===== config.mk =====
export PLATFORM = sky130hd
export DESIGN_NAME = ddo_sequencer
export DESIGN_NICKNAME = d
export VERILOG_FILES = /design/src/rtl/ddo_pkg.sv /design/src/rtl/ddo_sequencer.sv
export SDC_FILE = /design/constraint.sdc
export NUM_CORES = 1
export LEC_CHECK = 0
export BUFFER_PORTS_ARGS = -buffer_cell sky130_fd_sc_hd__buf_4
export CAP_MARGIN = 20
export CORE_AREA = 4 4 48 50
export CTS_BUF_LIST = sky130_fd_sc_hd__clkbuf_2
export CTS_CLUSTER_SIZE = 25
export DETAILED_ROUTE_END_ITERATION = 12
export DIE_AREA = 0 0 52 54
export HOLD_SLACK_MARGIN = 0.05
export PLACE_DENSITY_LB_ADDON = 0.1
export SKIP_CTS_REPAIR_TIMING = 1
export SLEW_MARGIN = 5
export SYNTH_ARGS = -nofsm -noshare
export SYNTH_HDL_FRONTEND = slang
export SYNTH_SLANG_ARGS = --single-unit

===== constraint.sdc =====
create_clock -name clk -period 5.1 [get_ports clk]
set_input_delay 1.02 -clock clk [delete_from_list [all_inputs] [get_ports clk]]
set_output_delay 1.02 -clock clk [all_outputs]
set_load 0.01 [all_outputs]

===== src/rtl/ddo_pkg.sv =====
// ddo_pkg: shared types, constants and the sine table generator of the
// differential drive odometry block. No dependencies.
package ddo_pkg;

  // default parameter values
  localparam int DEF_SINE_TABLE_DEPTH = 1024;
  localparam int DEF_SINE_WIDTH       = 16;

  // field widths
  localparam int CNT_W      = 32;
  localparam int POS_W      = 32;
  localparam int HEADING_W  = 25;
  localparam int SCALE_W    = 24;
  localparam int CFG_IDX_W  = 3;
  localparam int CFG_DATA_W = 32;

  // shared multiplier
  localparam int MUL_A_W = 34;
  localparam int MUL_B_W = 25;
  localparam int PROD_W  = MUL_A_W + MUL_B_W;

  // angle arithmetic, heading in q16.16 degrees
  localparam int DEG_HALF          = 180 * 65536;
  localparam int DEG_FULL          = 360 * 65536;
  localparam int DEG_QUARTER_HALF  = 45 * 65536;
  localparam int QUADRANT_DEG      = 90;
  localparam int DEG_OFFSET        = 360 * 92;
  localparam int RECIP_90          = 11930465;
  localparam int RECIP_SHIFT       = 30;
  localparam int N1_W              = 17;
  localparam int Q1_W              = 10;
  localparam int ANG_W             = 21;
  localparam int REM_W             = 7;
  localparam int FRAC_W            = 16;

  // travel
  localparam int TRAVEL_ROUND = 256;
  localparam int TRAVEL_SHIFT = 9;
  localparam int T_W          = 49;
  localparam int T_SPLIT      = 24;

  // sequencer
  localparam int STEP_W = 5;
  localparam logic [STEP_W-1:0] STEP_FIRST   = 5'd0;
  localparam logic [STEP_W-1:0] STEP_FINISH  = 5'd17;
  localparam logic [STEP_W-1:0] STEP_RESTART = 5'd18;

  // sine series
  localparam logic [63:0] HALF_PI_Q30 = 64'h6487ED51;
  localparam longint      ONE_Q30     = 64'sd1 << 30;
  localparam logic [63:0] SERIES_DIV [8] = '{64'd6, 64'd20, 64'd42, 64'd72,
                                             64'd110, 64'd156, 64'd210, 64'd272};

  typedef enum logic [CFG_IDX_W-1:0] {
    REG_START_X       = 3'd0,
    REG_START_Y       = 3'd1,
    REG_START_HEADING = 3'd2,
    REG_MM_PER_TICK   = 3'd3,
    REG_DEG_PER_TICK  = 3'd4
  } cfg_reg_t;

  typedef enum logic {
    CMD_SAMPLE  = 1'b0,
    CMD_RESTART = 1'b1
  } cmd_t;

  typedef enum logic [3:0] {
    MUL_NONE,
    MUL_TURN,
    MUL_TRAVEL,
    MUL_RECIP,
    MUL_DEPTH,
    MUL_X_LO,
    MUL_X_HI,
    MUL_Y_LO,
    MUL_Y_HI
  } mul_sel_t;

  typedef enum logic [3:0] {
    OP_NONE,
    OP_DELTA,
    OP_HEADING,
    OP_TRAVEL,
    OP_QUAD,
    OP_IDX_NUM,
    OP_INDEX,
    OP_TRIG,
    OP_ACC_LO,
    OP_ADD_X,
    OP_ADD_Y,
    OP_RESTART
  } dp_op_t;

  typedef enum logic [1:0] {
    BR_NEXT,
    BR_RESTART,
    BR_TO_FINISH,
    BR_FINISH
  } branch_t;

  typedef enum logic {
    SEQ_IDLE,
    SEQ_RUN
  } seq_state_t;

  typedef struct packed {
    mul_sel_t mul_sel;
    dp_op_t   op;
    branch_t  br;
  } uword_t;

  typedef struct packed {
    logic     busy;
    mul_sel_t mul_sel;
    dp_op_t   op;
    logic     load_out;
  } seq_ctrl_t;

  // one table entry: sin of angle x (q30 radians) scaled by 2^(width-1)
  function automatic logic [31:0] sine_entry(logic [63:0] x, int unsigned width);
    logic [63:0] term;
    logic [63:0] mag;
    logic [63:0] rounded;
    longint      sum;
    term = x;
    sum  = longint'(x);
    for (int k = 1; k <= 8; k++) begin
      term = (term * x) >> 30;
      term = (term * x) >> 30;
      term = term / SERIES_DIV[k-1];
      if (k[0]) sum -= longint'(term);
      else sum += longint'(term);
    end
    if (sum < 0) sum = 0;
    if (sum > ONE_Q30) sum = ONE_Q30;
    mag     = sum;
    rounded = ((mag << (width - 1)) + (64'd1 << 29)) >> 30;
    return rounded[31:0];
  endfunction

endpackage


===== src/rtl/ddo_sequencer.sv =====
// ddo_sequencer: step counter and microprogram of the odometry datapath.
// Depends on ddo_pkg for the control word and control struct types.
module ddo_sequencer (
  input  logic               clk,
  input  logic               rst,
  input  logic               start,
  input  logic               restart,
  input  logic               out_free,
  output ddo_pkg::seq_ctrl_t ctrl
);
  import ddo_pkg::*;

  seq_state_t        state, state_next;
  logic [STEP_W-1:0] step, step_next;
  uword_t            uw;

  function automatic uword_t ucode(logic [STEP_W-1:0] s);
    uword_t w;
    w = '{mul_sel: MUL_NONE, op: OP_NONE, br: BR_NEXT};
    unique case (s)
      5'd0:  w = '{mul_sel: MUL_NONE,   op: OP_DELTA,   br: BR_RESTART};
      5'd1:  w = '{mul_sel: MUL_TURN,   op: OP_NONE,    br: BR_NEXT};
      5'd2:  w = '{mul_sel: MUL_TRAVEL, op: OP_HEADING, br: BR_NEXT};
      5'd3:  w = '{mul_sel: MUL_NONE,   op: OP_TRAVEL,  br: BR_NEXT};
      5'd4:  w = '{mul_sel: MUL_RECIP,  op: OP_NONE,    br: BR_NEXT};
      5'd5:  w = '{mul_sel: MUL_NONE,   op: OP_QUAD,    br: BR_NEXT};
      5'd6:  w = '{mul_sel: MUL_DEPTH,  op: OP_NONE,    br: BR_NEXT};
      5'd7:  w = '{mul_sel: MUL_NONE,   op: OP_IDX_NUM, br: BR_NEXT};
      5'd8:  w = '{mul_sel: MUL_RECIP,  op: OP_NONE,    br: BR_NEXT};
      5'd9:  w = '{mul_sel: MUL_NONE,   op: OP_INDEX,   br: BR_NEXT};
      5'd10: w = '{mul_sel: MUL_NONE,   op: OP_NONE,    br: BR_NEXT};
      5'd11: w = '{mul_sel: MUL_NONE,   op: OP_TRIG,    br: BR_NEXT};
      5'd12: w = '{mul_sel: MUL_X_LO,   op: OP_NONE,    br: BR_NEXT};
      5'd13: w = '{mul_sel: MUL_X_HI,   op: OP_ACC_LO,  br: BR_NEXT};
      5'd14: w = '{mul_sel: MUL_Y_LO,   op: OP_ADD_X,   br: BR_NEXT};
      5'd15: w = '{mul_sel: MUL_Y_HI,   op: OP_ACC_LO,  br: BR_NEXT};
      5'd16: w = '{mul_sel: MUL_NONE,   op: OP_ADD_Y,   br: BR_NEXT};
      5'd17: w = '{mul_sel: MUL_NONE,   op: OP_NONE,    br: BR_FINISH};
      5'd18: w = '{mul_sel: MUL_NONE,   op: OP_RESTART, br: BR_TO_FINISH};
      default: w = '{mul_sel: MUL_NONE, op: OP_NONE,    br: BR_FINISH};
    endcase
    return w;
  endfunction

  assign uw = ucode(step);

  always_ff @(posedge clk) begin
    if (rst) begin
      state <= SEQ_IDLE;
      step  <= STEP_FIRST;
    end else begin
      state <= state_next;
      step  <= step_next;
    end
  end

  // next state
  always_comb begin
    state_next = state;
    step_next  = step;
    unique case (state)
      SEQ_IDLE: begin
        if (start) begin
          state_next = SEQ_RUN;
          step_next  = STEP_FIRST;
        end
      end
      SEQ_RUN: begin
        unique case (uw.br)
          BR_NEXT:      step_next = step + 1'b1;
          BR_RESTART:   step_next = restart ? STEP_RESTART : step + 1'b1;
          BR_TO_FINISH: step_next = STEP_FINISH;
          BR_FINISH:    if (out_free) state_next = SEQ_IDLE;
        endcase
      end
    endcase
  end

  // outputs
  always_comb begin
    ctrl = '{busy: 1'b0, mul_sel: MUL_NONE, op: OP_NONE, load_out: 1'b0};
    unique case (state)
      SEQ_IDLE: ;
      SEQ_RUN: begin
        ctrl.busy     = 1'b1;
        ctrl.mul_sel  = uw.mul_sel;
        ctrl.op       = uw.op;
        ctrl.load_out = (uw.br == BR_FINISH) && out_free;
      end
    endcase
  end

endmodule


# Word-level counts from Yosys, hierarchy flattened
# Memory sizes are Yosys's and may differ from the RTL's. A register that Yosys moved wholly into a read port is not among the register bits.
# Cells that the tools add are included.
[totals]
ff_bits = 6
romBits = 320
in_bits = 5
out_inout_bits = 10
word_cells = 24
mem_count = 1
[classes]
add_sub_neg = 1
eq_ne = 5
n_mux = 11
bitwise_logic = 1
reduce_logical = 3
[memory_table]
columns = ["memory", "words", "word_bits", "rd", "rd_ports_with_merged_regs", "write_ports", "line", "text"]
rows = [
  ["(no name shown)", 32, 10, 1, 1, 0, "ddo_sequencer.sv:20", "unique case (s)"],
]
[ops]
columns = ["cell", "count"]
rows = [
  ["5-bit two-way mux", 4],
  ["5-bit case mux with 3 select lines", 1],
  ["10-bit two-way mux", 1],
  ["5-bit case mux with 2 select lines", 1],
  ["5-bit by 1-bit adder with 5-bit output (second input constant)", 1],
  ["2-bit equality test (second input constant)", 2],
  ["4-bit by 1-bit != test with 1-bit output (second input constant)", 1],
  ["1-bit two-way mux", 3],
  ["2-bit by 1-bit equality test with 1-bit output (second input constant)", 1],
  ["2-bit logical NOT", 1],
  ["2-bit != test (second input constant)", 1],
  ["1-bit case mux with 2 select lines", 1],
  ["2-bit AND reduction", 1],
  ["1-bit logical AND", 1],
  ["1-bit NOT", 1],
]

# Depth between registers and ports, before layout
# Gate-level depths: netlist (run 1).
[logic_depth]
ltp_word = 6
depth_mapped = 11
ltp_nobuf = 11

# Worst setup path after synthesis (run 1)
# OpenSTA, ideal clock, no wires.
[synth_path]
path_kind = "input to register"
startpoint = "in restart"
endpoint = "reg, netlist name uw[2]"
setup_ps = 120
arrival_ps = 2459
required_time_ps = 4980
path_slack_ps = 2521
stages = 9
path_buffers = 0
path_cell_list = "nand2b_1 -> a21oi_1 -> o21ai_1 -> a21oi_1 -> inv_1 -> ha_1 -> inv_1 -> mux2i_1 -> a211o_1"
[synth_via]
elab_chain_cells = 5
[synth_lines]
columns = ["item", "line", "text"]
rows = [
  ["from (decl)", "ddo_sequencer.sv:7", "input logic restart,"],
  ["5-bit two-way mux", "ddo_sequencer.sv:71", "BR_RESTART: step_next = restart ? STEP_RESTART : step + 1'b1;"],
  ["5-bit case mux with 3 select lines", "ddo_sequencer.sv:69", "unique case (uw.br)"],
  ["5-bit case mux with 2 select lines", "ddo_sequencer.sv:61", "unique case (state)"],
  ["5-bit two-way mux (no source line) (2 in series)", "n/a", ""],
]
# No other way between the ends.
# A chain may end at the register's enable or synchronous reset.

# Final worst setup path (run 1)
[layout_path]
startpoint = "reg, netlist name uw[1]"
endpoint = "reg, netlist name uw[2]"
[layout_via]
elab_chain_cells = 5
elab_cells_between_ends = 9
cone_classes = "eq/ne (3); mux (4); reduce/logical (2)"
[layout_lines]
columns = ["item", "line"]
rows = [
  ["2-bit equality test (tied with other cells)", "ddo_sequencer.sv:69"],
  ["5-bit case mux with 3 select lines or 4-bit by 1-bit != test with 1-bit output (tied branches)", "n/a"],
  ["5-bit case mux with 2 select lines or 2-bit AND reduction (tied branches)", "n/a"],
  ["5-bit two-way mux (no source line) * (2 in series)", "n/a"],
]
# Mark *: on every way between the ends. The rest lies on a longest branch, timed or not.

==> run summary, run 1 <==
crit path to: uw[2]
post-DP HPWL: 1730 um
r2r startpoint: uw[1]
CTS tree: yes
Yosys cell types: 49
final wirelength: 2273 um
CP startpoint: uw[1]
Pleak: 0.5289 nW
Routed Antenna Nets: 0
area delta synth->final: 12.07%
initial antenna violation count: 0
sequential cell area fraction in the yosys report: 28.35%
mux share of post-synthesis cell area: 0.8859%
P_int: 0.2097 mW
largest net degree at the start of global routing: 18
number of global-route vias before repair: 823
die span in x: 52 um
Final setup viols: 0
die height: 54 um
f_max: 374.3 MHz
H-tree levels: 1
layout cells sized above 1: 25.36%
Worst Hold Slack: 0.6127 ns
Setup WS pre-CTS: 2.207 ns
clock network power share: 17.0%
R2R setup slack: 2.43 ns
worst reg2reg path endpoint: uw[2]
Psw: 0.1253 mW
syn nets: 140
global-route wire length before repair: 3774 um
Post-Route Setup TNS: 0 ns
Simple-Gate Fraction of Synth Area: 30.56%
worst path required time: 5.29 ns
Post-synth EDFFs: 0
Synth Area in XOR/XNOR: 0%
outcome: finished clean
Longest Clk Path Bufs: 2
total congestion overflow: 0
Worst slew margin: 52.76%
Worst Clk Skew: 0.007920 ns
Ys Warns: 0
Num CTS Buffers: 3
# fillers: 174
most frequent CP cell: inv_1
Tcrit/Tclk final: 52.39%
initial drt markers: 36
synthesis-stage register bit count: 16
Worst setup SP type: flip-flop
CP Cell Sequence: inv_1 > ha_1 > nor3_1 > a21o_1 > nand2_1 > a21oi_1 > inv_1 > ha_1 > inv_1 > mux2i_1 > a211o_1
DIE AREA: 2808 um^2
Post-Synth Adder-Cell Area: 12.18%
crit path max fanout: 5
CTS clk-pin slew, worst paths: 0.16 ns
Post-synth ARST share: 0%
Final Hold Viols: 0
drc violations: 0
Root Buffer: clkbuf_2
post-layout min period: 2.672 ns
Slew @ Worst Pin: 0.7064 ns
n_diodes: 0
unrepaired setup endpoints after global routing: false
GP Congestion: 0.8574
switching share of power: 37.40%
Routed WL per cell: 13.78 um
combinational share of power: 38.4%
Max-Cap Viols: 0
sequential power share: 44.5%
Final Max Tran Viols: 0
min-delay worst type: reg -> reg
worst hold stages: 2
Max VDD drop: 161.6 uV
drt pass-1 iters: 4
CP max-delay cell: dfxtp_1
routed vias/inst: 5.624
Crit path arrival time: 2.87 ns
effective utilization at floorplan: 59.41%
ys flop type: dfxtp_1
core box area: 1902 um^2
Worst R2R Path Depth: 11
critical path's largest stage delay: 0.40 ns
post-synthesis compound-gate area fraction: 24.14%
setup ws final: 2.428 ns
layout net count: 155
clk sinks: 16
via count: 928
Final Core Density: 66.58%
syn avg cell area: 9.112 um^2
Port Buffers: 14
CP Capture Type: flip-flop
Critical Setup Path Class: reg -> reg
num rows: 16
gr usage total: 18.14%
worst skew pair latency: 0.29 ns
# IOs: 15
area of the mapped netlist: 1130 um^2
main combinational cell family by area after synthesis: simple AND/OR/NAND/NOR gates
Cells after Synth: 124
PwrDens: 264.6 nW/um^2
-- power groups by stage --
stage	Combinational (mW)	Sequential, mW	Clock (mW)
final	0.129	0.149	0.0570
after global routing	0.144	0.151	0.0646
after CTS	0.128	0.149	0.0580
after detailed placement	0.127	0.152	0
after global placement	0.124	0.152	0
after floorplan	0.102	0.148	0
-- cell usage after synthesis (3+ instances only) --
cell / count / area share (%)
nor3_1: 6 / 2.7
nor3b_1: 3 / 2.0
nor2_1: 10 / 3.3
nand2_1: 6 / 2.0
a21oi_1: 8 / 3.5
dfxtp_1: 16 / 28
nand2b_1: 4 / 2.2
ha_1: 11 / 12
and2_1: 9 / 5.0
inv_1: 6 / 2.0
-- placed cells by master, fill, tap and decap left out, drive strengths merged, types with 2 or more instances in the layout --
master and count:
a21o 2, or2b 2, nor3b 3, a21oi 9
buf 14, nand2 7, a211o 2, nand2b 5
a2111oi 2, and2 9, ha 11, nand4 2
a31oi 2, and3 3, clkbuf 3, a31o 2
nand3 3, o21ai 2, nor3 6, inv 6
nor4b 2, dfxtp 16, nor2 11
-- metal layers --
metal | vias up | share of wire (%) | track usage, %
met5 | - | 0 | 0
met2 | 19 | 45 | 27.41
met1 | 427 | 49 | 25.42
met4 | 0 | 1.1 | 6.987
met3 | 4 | 4.0 | 3.324
li1 | 478 | - | -
-- how the worst min path moves through the flow --
stage                       start       to
after floorplan           step[0]  step[0]
after global placement    step[0]  step[0]
after detailed placement  step[0]  step[0]
after CTS                 step[0]  step[0]
after global routing      step[0]  step[0]
final                     step[0]  step[0]
-- metrics by stage --
step / area [um^2] / power [mW] / instances
final: 1266 / 0.3351 / 165
after global routing: 1266 / 0.3605 / 165
after CTS: 1266 / 0.3351 / 165
after detailed placement: 1247 / 0.2794 / 161
after global placement: 1247 / 0.2757 / 161
after floorplan: 1130 / 0.2502 / 124
-- cell type report --
type                       instances  area, um^2  share of cell area [%]
multi-input combinational         98       765.7                   60.47
sequential                        16       320.3                   25.30
timing repair buffer              14       105.1                   8.300
tap                               27       33.78                   2.668
inverter                           6       22.52                   1.779
clock buffer                       3       15.01                   1.186
clock inverter                     1       3.754                  0.2964
-- critical path: cells and delay by family, from the launching register on --
kind,cells,cell delay (ns)
AOI/OAI and AO/OA,3,0.88
adders and majority gates,2,0.50
DFF,1,0.40
and+or+nand+nor,2,0.37
buffers and inverters,3,0.34
muxes,1,0.08
-- sequential cells by signal, summed over array words and instances (netlist names) --
| signal | cells |
|---|---|
| state | 1 |
| step | 5 |
| uw | 10 |
-- logic make-up after synthesis --
kind of cell | after synthesis
simple gates | 57
compound gates | 29
flops | 16
fa+ha+maj | 11
buf+inv | 10
mux | 1
Note: power is estimated with default switching activity, not from simulation.
==> inputs of run 2 (changes only) <==
--- a/config.mk
+++ b/config.mk
@@ -7,11 +7,11 @@
 export LEC_CHECK = 0
 export BUFFER_PORTS_ARGS = -buffer_cell sky130_fd_sc_hd__buf_4
 export CAP_MARGIN = 20
-export CORE_AREA = 4 4 48 50
+export CORE_AREA = 4 4 45 62
 export CTS_BUF_LIST = sky130_fd_sc_hd__clkbuf_2
 export CTS_CLUSTER_SIZE = 25
 export DETAILED_ROUTE_END_ITERATION = 12
-export DIE_AREA = 0 0 52 54
+export DIE_AREA = 0 0 49 66
 export HOLD_SLACK_MARGIN = 0.05
 export PLACE_DENSITY_LB_ADDON = 0.1
 export SKIP_CTS_REPAIR_TIMING = 1
==> constraint.sdc (replaced) <==
create_clock -name clk -period 2.3 [get_ports clk]
set_input_delay 0.46 -clock clk [delete_from_list [all_inputs] [get_ports clk]]
set_output_delay 0.46 -clock clk [all_outputs]
set_load 0.01 [all_outputs]
==> run summary, run 2 (synthesis results as in run 1) <==
via count: 1014 (+9.3%)
Max VDD drop: 384.1 uV (+140%)
f_max: 443.1 MHz (+18%)
# IOs: 15 (unchanged)
Slew @ Worst Pin: 0.4532 ns (-0.2533 ns)
die height: 66 um (+22%)
Tcrit/Tclk final: 98.13% (+46 points)
most common cell after layout, fill and taps aside: buf_4
area delta synth->final: 34.00%
CP Cell Sequence: inv_1 > ha_4 > o31a_4 > a32oi_4 > nor2_4 > buf_4 > ha_2 > inv_2 > nor3_2 > nor4b_2
Setup WS pre-CTS: -0.06987 ns (-2.277 ns)
wl on met1: 1050 um (-6.7%)
CP startpoint: uw[1]
post-layout min period: 2.257 ns (-0.4148 ns)
Critical Setup Path Class: reg -> reg
Final Hold Viols: 0 (unchanged)
CP Capture Type: flip-flop
H-tree levels: 1 (unchanged)
Port Buffers: 14 (unchanged)
critical path's largest stage delay: 0.39 ns (about the same)
DP Area: 1328 um^2 (+6.4%)
global-route wire length before repair: 4119 um (+9.1%)
Final Core Density: 68.75% (+2.2 points)
effective utilization at floorplan: 51.31% (-8.1 points)
Worst Clk Skew: 0.01044 ns (+0.002516 ns)
Routed WL per cell: 15.97 um (+16%)
outcome: finished clean
Worst setup SP type: flip-flop
gr usage total: 16.63% (-1.5 points)
Worst Hold Slack: 0.4730 ns (-0.1396 ns)
Max-Cap Viols: 0 (unchanged)
sequential power share: 37.0% (-7.5 points)
final wirelength: 2826 um (+24%)
combinational share of power: 48.0% (+9.6 points)
number of global-route vias before repair: 994 (+21%)
R2R setup slack: 0.04 ns (-2.39 ns)
GP Congestion: 0.8843 (+3.1%)
# fillers: 171 (-1.7%)
CTS clk-pin slew, worst paths: 0.17 ns (about the same)
drt pass-1 iters: 4 (unchanged)
worst path required time: 2.52 ns (-2.77 ns)
layout net count: 172 (+11%)
Post-Route Setup TNS: 0 ns (unchanged)
P_int: 0.5541 mW (+160%)
core box area: 2202 um^2 (+16%)
switching share of power: 38.24% (+0.84 points)
r2r startpoint: uw[1]
largest net degree at the start of global routing: 17 (-1)
PwrDens: 592.7 nW/um^2 (+120%)
routed vias/inst: 5.729 (+1.9%)
placed cell count: 167 (+3.7%)
CTS tree: yes
Power Total: 0.8973 mW (+170%)
setup ws final: 0.04302 ns (-2.385 ns)
storage element area: 322.8 um^2 (+0.78%)
drc violations: 0 (unchanged)
max reg flops: 10 (unchanged)
crit path max fanout: 5 (unchanged)
die span in x: 49 um (-5.8%)
Longest Clk Path Bufs: 2 (unchanged)
min-delay worst type: in -> reg
Final setup viols: 0 (unchanged)
layout cells sized above 1: 47.74% (+22 points)
Root Buffer: clkbuf_2
initial drt markers: 29 (-19%)
commonest non-fill, non-tap cells in the layout: buf_4 (31), dfxtp_1 (14), and2_1 (9), nor2_1 (9), a21oi_1 (7)
Pleak: 0.6156 nW (+16%)
Num CTS Buffers: 3 (unchanged)
num rows: 20 (+4)
total congestion overflow: 0 (unchanged)
met3 wire len: 87 um (-5.4%)
Psw: 0.3431 mW (+170%)
initial antenna violation count: 0 (unchanged)
clk sinks: 16 (unchanged)
Design Area, Final: 1514 um^2 (+20%)
worst skew pair latency: 0.31 ns (+0.02 ns)
n_diodes: 0 (unchanged)
Worst slew margin: 69.70% (+17 points)
Routed Antenna Nets: 0 (unchanged)
uppermost routed layer: met4
Multi-input gate area: 889.6 um^2 (+16%)
clock network power share: 15.0% (-2.0 points)
DIE AREA: 3234 um^2 (+15%)
met2 WL: 1607 um (+56%)
CP max-delay cell: o31a_4
min-delay src: out_free
post-DP HPWL: 2086 um (+21%)
Crit path arrival time: 2.48 ns (-0.39 ns)
Final Max Tran Viols: 0 (unchanged)
Post-Layout Cell Count: 177 (+7.3%)
## run 2: changes by cell type in the layout (fill, tap and decap cells not counted), sizes merged
cell	previous run	this run
buf	14	31
## run 2: power groups by stage
stage               clock network (mW)  logic, mW  registers (mW)
finish                           0.135      0.431           0.332
global route                     0.149      0.470           0.335
CTS                              0.135      0.318           0.330
detailed placement                   0      0.317           0.337
global placement                     0      0.310           0.334
floorplan                            0      0.227           0.329
## run 2: area by class of cell
| class | instances | share of cell area [%] |
|---|---|---|
| multi-input cells | 98 | 58.76 |
| flip-flops and latches | 16 | 21.32 |
| repair buffers | 31 | 15.37 |
| well taps | 22 | 1.818 |
| inverters | 6 | 1.488 |
| clock buffers | 3 | 0.9917 |
| clock inverters | 1 | 0.2479 |
## run 2: final timing paths
kind,endpoint,cells after the start
max,uw[8],10
min,state,3
max reg2reg,uw[8],10
min reg2reg,step[2],2
## run 2: worst max-delay path: cells and delay by family (launching register included)
kind	cells	cell delay, ns
compound gates	2	0.67
fa+ha+maj	2	0.37
buf+inv	3	0.32
flops	1	0.37
simple gates	3	0.43
## run 2: per-layer routing
| metal | GRT usage, % | vias to the layer above |
|---|---|---|
| li1 | - | 512 |
| met1 | 16.32 | 475 |
| met2 | 32.03 | 19 |
| met3 | 2.935 | 8 |
| met4 | 9.091 | 0 |
| met5 | 0 | - |
==> inputs of run 3 (changes only) <==
--- a/config.mk
+++ b/config.mk
@@ -14,6 +14,7 @@
 export DIE_AREA = 0 0 49 66
 export HOLD_SLACK_MARGIN = 0.05
 export PLACE_DENSITY_LB_ADDON = 0.1
+export REMOVE_ABC_BUFFERS = 1
 export SKIP_CTS_REPAIR_TIMING = 1
 export SLEW_MARGIN = 5
 export SYNTH_ARGS = -nofsm -noshare
==> run summary, run 3 (synthesis results as in run 1) <==
P_int: 0.5684 mW (+2.6%)
final wirelength: 2773 um (-1.9%)
effective utilization at floorplan: 51.31% (unchanged)
number of global-route vias before repair: 1019 (+2.5%)
placed cell count: 173 (+3.6%)
H-tree levels: 1 (unchanged)
worst skew pair latency: 0.29 ns (-0.02 ns)
initial drt markers: 13 (-55%)
Routed WL per cell: 15.41 um (-3.5%)
Worst setup SP type: flip-flop
die height: 66 um (unchanged)
Final setup viols: 0 (unchanged)
Routed Antenna Nets: 0 (unchanged)
Slew @ Worst Pin: 0.3987 ns (-0.05450 ns)
clock network power share: 14.8% (-0.2 points)
Final Core Density: 70.45% (+1.7 points)
Port Buffers: 14 (unchanged)
area delta synth->final: 37.32%
Post-Layout Cell Count: 180 (+1.7%)
PwrDens: 586.6 nW/um^2 (-1.0%)
layout cells sized above 1: 49.37% (+1.6 points)
initial antenna violation count: 0 (unchanged)
most common cell after layout, fill and taps aside: buf_4
n_diodes: 0 (unchanged)
post-layout min period: 2.178 ns (-0.07933 ns)
CTS clk-pin slew, worst paths: 0.17 ns (about the same)
Final Max Tran Viols: 0 (unchanged)
routed vias/inst: 5.678 (-0.89%)
DIE AREA: 3234 um^2 (unchanged)
total congestion overflow: 0 (unchanged)
Tcrit/Tclk final: 94.68% (-3.4 points)
largest net degree at the start of global routing: 17 (unchanged)
Max-Cap Viols: 0 (unchanged)
commonest non-fill, non-tap cells in the layout: buf_4 (33), dfxtp_1 (13), and2_1 (9), nor2_1 (9), a21oi_1 (7)
CP Capture Type: flip-flop
f_max: 459.2 MHz (+3.6%)
crit path max fanout: 3 (-2)
via count: 1022 (+0.79%)
num rows: 20 (unchanged)
switching share of power: 37.55% (-0.69 points)
Critical Setup Path Class: reg -> reg
combinational share of power: 48.2% (+0.2 points)
drc violations: 0 (unchanged)
Final Hold Viols: 0 (unchanged)
layout net count: 175 (+1.7%)
die span in x: 49 um (unchanged)
worst path required time: 2.52 ns (about the same)
CTS tree: yes
Psw: 0.3418 mW (-0.40%)
Worst slew margin: 73.42% (+3.7 points)
Longest Clk Path Bufs: 2 (unchanged)
GP Congestion: 0.8680 (-1.8%)
Num CTS Buffers: 3 (unchanged)
Worst Clk Skew: 0.003555 ns (-0.006881 ns)
global-route wire length before repair: 4636 um (+13%)
Crit path arrival time: 2.39 ns (-0.09 ns)
sequential power share: 37.0% (about the same)
# fillers: 155 (-9.4%)
Pleak: 0.6319 nW (+2.7%)
core box area: 2202 um^2 (unchanged)
min-delay worst type: in -> reg
# IOs: 15 (unchanged)
Root Buffer: clkbuf_2
Max VDD drop: 400.6 uV (+4.3%)
clk sinks: 16 (unchanged)
post-DP HPWL: 2166 um (+3.8%)
outcome: finished clean
drt pass-1 iters: 4 (unchanged)
max reg flops: 10 (unchanged)
gr usage total: 17.93% (+1.3 points)
[run 3: cell count changes in the layout (fill, tap and decap cells not counted), sizes merged]
cell	before	now
buf	31	34
[run 3: per-layer routing]
metal	wire (um)	share of wire, %	global-route usage (%)	vias up
li1	-	-	-	512
met1	1107	40	20.00	494
met2	1567	57	34.48	10
met3	45	1.6	1.580	6
met4	53	1.9	6.397	0
met5	0	0	0	-
[run 3: power by group through the flow]
stage	Sequential, mW	Combinational [mW]	Clock, mW
after CTS	0.328	0.358	0.131
after global placement	0.333	0.348	0
after global routing	0.343	0.484	0.152
final	0.337	0.439	0.134
after detailed placement	0.334	0.356	0
after floorplan	0.331	0.217	0
[run 3: final cells by class]
type                            instances  area, um^2  area share (%)
Multi-Input combinational cell         98       888.4           57.26
Sequential cell                        16       326.6           21.05
Timing Repair Buffer                   34       267.8           17.26
Tap cell                               22       27.53           1.774
Inverter                                6       22.52           1.452
Clock buffer                            3       15.01          0.9677
Clock inverter                          1       3.754          0.2419
[run 3: worst paths after layout]
path         startpoint     to  slack (ns)  depth (start not counted)
min reg2reg       state  state        0.67                          2
max reg2reg       uw[1]  uw[8]        0.12                         12
max               uw[1]  uw[8]        0.12                         12
min               start  state        0.46                          3
[run 3: per-stage QoR]
stage | setup TNS, ns | setup slack [ns] | area, um^2 | total power [mW] | hold slack, ns
floorplan | -0.04227 | -0.03424 | 1109 | 0.5480 | 0.5273
global placement | 0 | 0.04143 | 1381 | 0.6809 | 0.6341
detailed placement | -0.1165 | -0.06134 | 1381 | 0.6897 | 0.6307
CTS | -0.1942 | -0.08276 | 1400 | 0.8165 | 0.4664
global route | -0.1186 | -0.07020 | 1551 | 0.9797 | 0.4501
finish | 0 | 0.1224 | 1551 | 0.9101 | 0.4632
[run 3: critical path, stage by stage (launching register included)]
cell and delay, ns:
dfxtp_2 0.36, inv_1 0.10, ha_4 0.19, nor3_2 0.21, a21o_1 0.22, nand2_2 0.10
a21oi_4 0.19, buf_4 0.14, ha_1 0.15, inv_2 0.06, nor3_2 0.18, nor4b_2 0.07
buf_4 0.13
